### config.mk
export PLATFORM = sky130hd
export DESIGN_NAME = pca_chan
export DESIGN_NICKNAME = d
export VERILOG_FILES = /design/src/rtl/core/pca_pkg.sv /design/src/rtl/core/pca_ram.sv /design/src/rtl/core/pca_chan.sv
export SDC_FILE = /design/constraint.sdc
export NUM_CORES = 2
export LEC_CHECK = 0
export BUFFER_PORTS_ARGS = -buffer_cell sky130_fd_sc_hd__buf_4
export CORE_MARGIN = 10
export CORE_UTILIZATION = 30
export CTS_BUF_LIST = sky130_fd_sc_hd__clkbuf_4
export CTS_CLUSTER_DIAMETER = 200
export DETAILED_ROUTE_END_ITERATION = 16
export GPL_TIMING_DRIVEN = 0
export SYNTH_ARGS = -nofsm -noshare
export SYNTH_HDL_FRONTEND = slang
export SYNTH_SLANG_ARGS = --single-unit
### constraint.sdc
create_clock -name aclk -period 16.9 [get_ports aclk]
set_input_delay 3.38 -clock aclk [delete_from_list [all_inputs] [get_ports aclk]]
set_output_delay 3.38 -clock aclk [all_outputs]
set_load 0.02 [all_outputs]
### src/rtl/core/pca_pkg.sv
// shared types, constants and register codes of the pixel color adjust block
`timescale 1ns / 1ps
`default_nettype none

package pca_pkg;

    // default channel width, table depth follows as 2**CHANNEL_BITS
    localparam int unsigned CHANNEL_BITS_DEF = 8;

    // configuration register widths and indexes
    localparam int unsigned CFG_INDEX_W = 2;
    localparam int unsigned GAIN_W      = 18;
    localparam int unsigned OFFSET_W    = 17;
    localparam int unsigned CFG_DATA_W  = 18;

    localparam logic [CFG_INDEX_W-1:0] CFG_MODE         = 2'd0;
    localparam logic [CFG_INDEX_W-1:0] CFG_SAT_GAIN     = 2'd1;
    localparam logic [CFG_INDEX_W-1:0] CFG_LIGHT_OFFSET = 2'd2;

    // saturation gain has 12 fraction bits, divisor is 3 * 4096
    localparam int unsigned SAT_FRAC = 12;
    localparam int unsigned SAT_DEN  = 3 << SAT_FRAC;
    localparam int unsigned SAT_HALF = SAT_DEN / 2;

    // lightness offset is in 1/256 code steps
    localparam int unsigned LIGHT_FRAC = 8;
    localparam int unsigned LIGHT_HALF = 1 << (LIGHT_FRAC - 1);

    // input word kinds carried on tuser
    localparam logic ACTION_PIXEL       = 1'b0;
    localparam logic ACTION_TABLE_WRITE = 1'b1;

    typedef enum logic [1:0] {
        MODE_PASS  = 2'd0,
        MODE_GAMMA = 2'd1,
        MODE_SAT   = 2'd2,
        MODE_LIGHT = 2'd3
    } mode_t;

    // per-stage load strobes of the channel pipeline
    typedef struct packed {
        logic ld1;
        logic ld2;
        logic ld3;
        logic ld4;
    } pipe_ctrl_t;

endpackage

`default_nettype wire

### src/rtl/core/pca_ram.sv
// generic single write port ram with registered read
`timescale 1ns / 1ps
`default_nettype none

module pca_ram #(
    parameter  int unsigned DATA_W = 8,
    parameter  int unsigned DEPTH  = 256,
    localparam int unsigned ADDR_W = $clog2(DEPTH)
) (
    input  wire logic              aclk,
    input  wire logic              we,
    input  wire logic [ADDR_W-1:0] waddr,
    input  wire logic [DATA_W-1:0] wdata,
    input  wire logic              re,
    input  wire logic [ADDR_W-1:0] raddr,
    output logic      [DATA_W-1:0] rdata
);

    logic [DATA_W-1:0] mem [DEPTH];

    always_ff @(posedge aclk) begin
        if (we) begin
            mem[waddr] <= wdata;
        end
        if (re) begin
            rdata <= mem[raddr];
        end
    end

endmodule

`default_nettype wire

### src/rtl/core/pca_chan.sv
// one color channel: gamma table copy and four-stage adjust datapath
`timescale 1ns / 1ps
`default_nettype none

module pca_chan #(
    parameter int unsigned CHANNEL_BITS = pca_pkg::CHANNEL_BITS_DEF
) (
    input  wire logic                                aclk,
    input  wire pca_pkg::pipe_ctrl_t                 ctrl,
    input  wire pca_pkg::mode_t                      mode,
    input  wire logic signed [pca_pkg::GAIN_W-1:0]   gain,
    input  wire logic signed [pca_pkg::OFFSET_W-1:0] offset,
    input  wire logic                                tbl_we,
    input  wire logic        [CHANNEL_BITS-1:0]      tbl_addr,
    input  wire logic        [CHANNEL_BITS-1:0]      tbl_data,
    input  wire logic        [CHANNEL_BITS-1:0]      c_in,
    input  wire logic        [CHANNEL_BITS+1:0]      sum1,
    output logic             [CHANNEL_BITS-1:0]      c_out
);

    localparam int unsigned W     = CHANNEL_BITS;
    localparam int unsigned DEPTH = 1 << W;
    localparam int unsigned DW    = W + 3;
    localparam int unsigned PW    = DW + pca_pkg::GAIN_W;
    localparam int unsigned TW    = PW + 1;
    localparam int unsigned LW    = W + 10;
    localparam int unsigned QW    = W + 2;
    localparam int unsigned RS    = W + 4;
    localparam int unsigned RK    = (1 << RS) / 3 + 1;
    localparam int unsigned QKW   = 2 * W + 6;
    localparam logic signed [TW-1:0] SAT_LIM =
        TW'((64'd1 << W) * pca_pkg::SAT_DEN);
    localparam logic [W-1:0] CODE_MAX = '1;

    // stage 1
    logic        [W-1:0]  c1_reg;
    logic        [W-1:0]  gam1;
    logic        [W+1:0]  c3;
    logic signed [DW-1:0] diff;
    logic signed [PW-1:0] prod;

    // stage 2
    logic signed [PW-1:0] prod2_reg;
    logic        [W-1:0]  c2_reg;
    logic        [W-1:0]  gam2_reg;
    logic signed [TW-1:0] c_ext;
    logic signed [TW-1:0] sat_t;
    logic signed [LW-1:0] light_t;
    logic        [W-1:0]  light_res;
    logic        [W-1:0]  other;

    // stage 3
    logic [QW-1:0]  q3_reg;
    logic           sat_neg3_reg;
    logic           sat_hi3_reg;
    logic [W-1:0]   other3_reg;
    logic [QKW-1:0] qk;
    logic [W-1:0]   result;

    // stage 4
    logic [W-1:0] out4_reg;

    pca_ram #(
        .DATA_W (W),
        .DEPTH  (DEPTH)
    ) u_gamma (
        .aclk  (aclk),
        .we    (tbl_we),
        .waddr (tbl_addr),
        .wdata (tbl_data),
        .re    (ctrl.ld1),
        .raddr (c_in),
        .rdata (gam1)
    );

    always_comb begin
        c3   = {2'b00, c1_reg} + {1'b0, c1_reg, 1'b0};
        diff = $signed({1'b0, c3}) - $signed({1'b0, sum1});
        prod = PW'(diff) * PW'(gain);
    end

    always_comb begin
        c_ext   = $signed(TW'(c2_reg));
        sat_t   = TW'(prod2_reg) + (c_ext <<< (pca_pkg::SAT_FRAC + 1))
                + (c_ext <<< pca_pkg::SAT_FRAC) + TW'(pca_pkg::SAT_HALF);
        light_t = ($signed(LW'(c2_reg)) <<< pca_pkg::LIGHT_FRAC) + LW'(offset)
                + LW'(pca_pkg::LIGHT_HALF);
        if (light_t[LW-1]) begin
            light_res = '0;
        end else if (light_t[W+pca_pkg::LIGHT_FRAC]) begin
            light_res = CODE_MAX;
        end else begin
            light_res = light_t[pca_pkg::LIGHT_FRAC +: W];
        end
        case (mode)
            pca_pkg::MODE_PASS:  other = c2_reg;
            pca_pkg::MODE_GAMMA: other = gam2_reg;
            pca_pkg::MODE_LIGHT: other = light_res;
            default:             other = c2_reg;
        endcase
    end

    // divide by three through a reciprocal, exact for q below 3 * 2**W
    always_comb begin
        qk = QKW'(q3_reg) * QKW'(RK);
        if (mode == pca_pkg::MODE_SAT) begin
            if (sat_neg3_reg) begin
                result = '0;
            end else if (sat_hi3_reg) begin
                result = CODE_MAX;
            end else begin
                result = qk[RS +: W];
            end
        end else begin
            result = other3_reg;
        end
    end

    always_ff @(posedge aclk) begin
        if (ctrl.ld1) begin
            c1_reg <= c_in;
        end
        if (ctrl.ld2) begin
            prod2_reg <= prod;
            c2_reg    <= c1_reg;
            gam2_reg  <= gam1;
        end
        if (ctrl.ld3) begin
            q3_reg       <= sat_t[pca_pkg::SAT_FRAC +: QW];
            sat_neg3_reg <= sat_t[TW-1];
            sat_hi3_reg  <= (sat_t >= SAT_LIM);
            other3_reg   <= other;
        end
        if (ctrl.ld4) begin
            out4_reg <= result;
        end
    end

    assign c_out = out4_reg;

endmodule

`default_nettype wire

Word-level counts from Yosys, hierarchy flattened
Memories as Yosys holds them, arrays and structs flattened. A register that Yosys moved wholly into a read port is not among the register bits.
Cells that the tools add are included.
{ "op_classes": {"n_mux": 8, "n_eq_ne": 3, "n_lt_le_gt_ge": 1, "multipliers": 2, "n_addsub": 7} }
{ "op_table": {"columns": ["operator", "n"], "rows": [
  ["$mux W8", 5],
  ["$add A29 B22 Y30", 1],
  ["$add A30 B13 Y30 const B", 1],
  ["$add A30 B20 Y30", 1],
  ["$ge A30 B23 Y1 const B", 1],
  ["$mul A11 B18 Y29", 1],
  ["$mul A10 B10 Y19 const B", 1],
  ["$add A17 B17 Y18", 1],
  ["$add A18 B8 Y18 const B", 1],
  ["$pmux W8 S2", 1],
  ["$sub A10 B10 Y11", 1],
  ["$add A8 B9 Y10", 1],
  ["$eq A2 B2 Y1 const B", 2],
  ["$eq A2 B1 Y1 const B", 1],
  ["$mux W1", 2]
]} }
{ "word_totals": {"out_inout_bits": 8, "mem_bits_rw": 2048, "wordCells": 31, "regBits": 81, "n_memories": 1} }
{ "mem_list": {"columns": ["name", "depth", "word_bits", "rd", "rd_clocked_by_memory_dff", "wr", "line", "text"], "rows": [
  ["u_gamma.mem", 256, 8, 1, 1, 1, "pca_ram.sv:19", "logic [DATA_W-1:0] mem [DEPTH];"]
]} }

Depth between registers and ports, before layout
{ "logic_depth": {"word_depth": 5, "mapped_depth": 34, "mapped_depth_nobuf": 33} }

By module
From an unflattened synthesis, not the netlist that was laid out.
{ "unflattened": {"hier_cells": 5099, "area_unflattened_um2": 92816.5} }
{ "modules_own_cells": {"columns": ["module", "n_inst", "seq_area_each_um2", "cells_per_inst", "area_each_um2"], "rows": [
  ["pca_ram", 1, 61739.2, 3733, 79636.4],
  ["pca_chan", 1, 2102.0, 1366, 13180.1]
]} }

Worst setup path after synthesis
No wires, ideal clock.
{ "synth_timing": {"path_kind": "input-to-reg", "from": "in sum1[1]", "to": "reg prod2_reg[27], data pin", "t_required_ps": 16765, "slack_ps": 6326, "cell_stages": 30, "t_arrival_ps": 10439, "setup_time_ps": 135, "cell_sequence": "inv_1 -> fa_1 -> ha_1 -> inv_1 -> fa_1 -> nor2b_1 -> o21ai_0 -> a21boi_0 -> o21ai_0 -> a21boi_0 -> o21ai_0 -> a21boi_1 -> clkbuf_1 -> nor3b_1 -> fa_1 -> fa_1 -> fa_1 -> fa_1 -> inv_1 -> fa_1 -> inv_1 -> ha_1 -> a21o_1 -> a21oi_1 -> o21bai_1 -> or3_1 -> o21ai_0 -> a21oi_1 -> or4_1 -> nand3_1"} }
{ "synth_via": {"elab_chain_cells": 2} }
{ "synth_rtl": {"columns": ["element", "line", "text"], "rows": [
  ["from (decl)", "pca_chan.sv:17", "input wire logic [CHANNEL_BITS+1:0] sum1,"],
  ["$sub A10 B10 Y11", "pca_chan.sv:78", "diff = $signed({1'b0, c3}) - $signed({1'b0, sum1});"],
  ["$mul A11 B18 Y29", "pca_chan.sv:79", "prod = PW'(diff) * PW'(gain);"],
  ["net prod[27]", "pca_chan.sv:40", "logic signed [PW-1:0] prod;"],
  ["to (signal assigned)", "pca_chan.sv:124", "prod2_reg <= prod;"],
  ["to (decl)", "pca_chan.sv:43", "logic signed [PW-1:0] prod2_reg;"]
]} }
The timed path passes the listed nets, and every way through them passes these cells.
A chain may end at the register's enable or synchronous reset.

Worst setup path after layout
Same ends and word-level chain as after synthesis.

==> run summary <==
status -> finished, violations left
failing checks -> capacitance limit, slew limit
first-pass GRT wire length -> 367000 um
vias in the first global route -> 50764
Worst Path Max Fanout -> 10
syn nets -> 5076
number of synthesized flops with an enable pin -> 2126
fmax -> 90.9 MHz
Final Max Tran Viols -> 33
final core occ -> 0.342
worst-skew pair later-pin latency -> 1320 ps
syn_area_per_cell -> 19.9 um^2
register area share after synthesis -> 0.693
clk buf depth -> 4
RSZ-0062 raised after global routing -> false
GRT Overall Usage -> 0.152
Vias/cell -> 5.05
Synth area leaders -> edfxtp_1, mux4_2, fa_1
Remaining DRCs -> 0
final instance area -> 105000 um^2
DR vias -> 48958
DP Worst Slack -> 4900 ps
core area -> 306000 um^2
total CTS buffers -> 539
initial core utilization -> 0.301
IO Port Bufs -> 72
top_reg_cell synth -> edfxtp_1
final setup fails -> 0
final hold vios -> 0
Critical Path Most Common Cell -> fa_1
Detailed Route WL -> 257000 um
GR Overflow Total -> 0
Pre-antenna DRT Iters -> 6
Yosys top cell area share -> 0.693
DRT antenna net count -> 0
Seq cells post-synth -> 2126
die height -> 574 um
CP Class -> primary input to flip-flop
crit start category -> primary input
most common cell in the netlist -> edfxtp_1
Filler Cell Count -> 29059
setup slack after layout -> 5900 ps
arrival time at the worst endpoint -> 12080 ps
die width -> 574 um
Final GP Congestion -> 0.865
Mapped Area -> 92100 um^2
post-place instance area -> 98100 um^2
die area -> 329000 um^2
Clock Sink Count -> 2126
area delta synth->final -> 13.5%
Detail Placement HPWL -> 172000 um
Commonest cells post-synth -> edfxtp_1, mux4_2, inv_1
initial antenna violation count -> 23
CP endpoint kind -> flip-flop
max reg flops -> 2048
Tcrit/Tclk final -> 0.651
WP data required -> 17970 ps
Netlist cell types -> 65
Worst Tran Pin Value -> 1650 ps
Crit-path slowest cell -> nor2_1
cell count after synthesis -> 4631
Std-Cell Rows -> 203
Leakage -> 34.3 nW
Post-CTS Resized -> 0
Async S/R FF share, synth -> 0
Ys Warns -> 0
CTS clk-pin slew, worst paths -> 70 ps
routed length per instance -> 26.5 um
hold_buf cts -> 0
largest net degree at the start of global routing -> 157
Crit path largest cell delay -> 840 ps
area of the multi-input gates -> 26100 um^2
crit path time final -> 11000 ps
Worst slew margin -> -0.100
P per Cell Area -> 201 nW/um^2
# Post-CTS Setup Buffers -> 0
initial drt markers -> 5791
Yosys top cell by area -> edfxtp_1
Max-cap violations -> 3
peak supply drop -> 0.625 mV
Nets -> 5699
clock root cell -> clkbuf_4
I/O pin cnt -> 85
Setup TNS -> 0 ps
layout cells sized above 1 -> 0.288
CTS tree -> yes
H-tree Lvls -> 6
Hold Crit Class -> flip-flop to flip-flop
storage element area -> 63800 um^2
Clock Skew -> 137 ps
==> through the flow <==
| step | hold slack [ps] | power, mW | cells |
|---|---|---|---|
| after floorplan | 400 | 14.3 | 4631 |
| after global placement | 417 | 16.8 | 8803 |
| after CTS | 408 | 21.2 | 9676 |
| after global routing | 429 | 22.9 | 9682 |
| after detailed placement | 415 | 16.9 | 8813 |
| final | 424 | 21.0 | 9689 |
==> critical path: cells and delay by family <==
family	cells	cell delay (ps)
compound gates	9	1910
buf+inv	7	990
fa+ha+maj	9	4000
simple gates	7	1770
==> worst paths after layout <==
| check | cells past startpoint | slack (ps) | end | from |
|---|---|---|---|---|
| hold / removal | 0 | 420 | gam2_reg[3]$_DFFE_PP_ | u_gamma.rdata[3]$_DFFE_PP_ |
| setup reg to reg | 30 | 7780 | prod2_reg[27]$_DFFE_PP_ | c1_reg[0]$_DFFE_PP_ |
| setup / recovery | 32 | 5900 | prod2_reg[27]$_DFFE_PP_ | sum1[1] |
| hold reg to reg | 0 | 420 | gam2_reg[3]$_DFFE_PP_ | u_gamma.rdata[3]$_DFFE_PP_ |
==> layout make-up <==
class	count	area share
timing repair buffer	82	0.00838
inverter	297	0.0107
tap	4100	0.0491
antenna	13	0.000311
sequential	2126	0.611
multi-input combinational	1971	0.250
clock inverter	118	0.00746
clock buffer	745	0.0535
buffer	237	0.00976
==> logic make-up (layout without fill, tap and decap cells) <==
group	Yosys count	after routing	synth area share
buf+inv	534	1479	0.0230
fa+ha+maj	368	368	0.0679
other cells	0	13	0
xor+xnor	47	47	0.00447
compound gates	208	208	0.0153
simple gates	642	642	0.0322
mux	706	706	0.164
flops	2126	2126	0.693
==> where the power goes <==
| part | switching (mW) | internal [mW] | leakage (nW) |
|---|---|---|---|
| Sequential | 0.0480 | 6.29 | 19.2 |
| Clock | 2.08 | 2.18 | 3.83 |
| Combinational | 5.95 | 4.43 | 11.3 |
| Total | 8.08 | 12.9 | 34.3 |
==> layer usage <==
layer / vias to the layer above / global-route usage / share of wire
met2: 2507 / 0.236 / 0.46
met1: 25985 / 0.203 / 0.40
met3: 473 / 0.0432 / 0.10
li1: 19967 / - / -
met4: 26 / 0.0524 / 0.035
met5: - / 0 / 0.00076
==> layout by cell type (no fill, tap or decap), types with 19 or more instances in the layout <==
cell,instances
nor3b_1,19
ha_1,149
nor2_1,295
clkinv_1,65
a22oi_1,32
xnor2_1,38
buf_4,69
inv_2,21
mux2i_1,65
a211oi_1,21
buf_2,52
clkbuf_4,745
and2_1,51
clkbuf_1,136
o21ai_0,32
nand2b_1,19
a21oi_1,46
nand3_1,34
edfxtp_1,2126
fa_1,219
inv_1,297
nor2b_1,45
mux4_2,640
buf_1,27
nand2_1,127
Note: power is estimated with default switching activity, not from simulation.
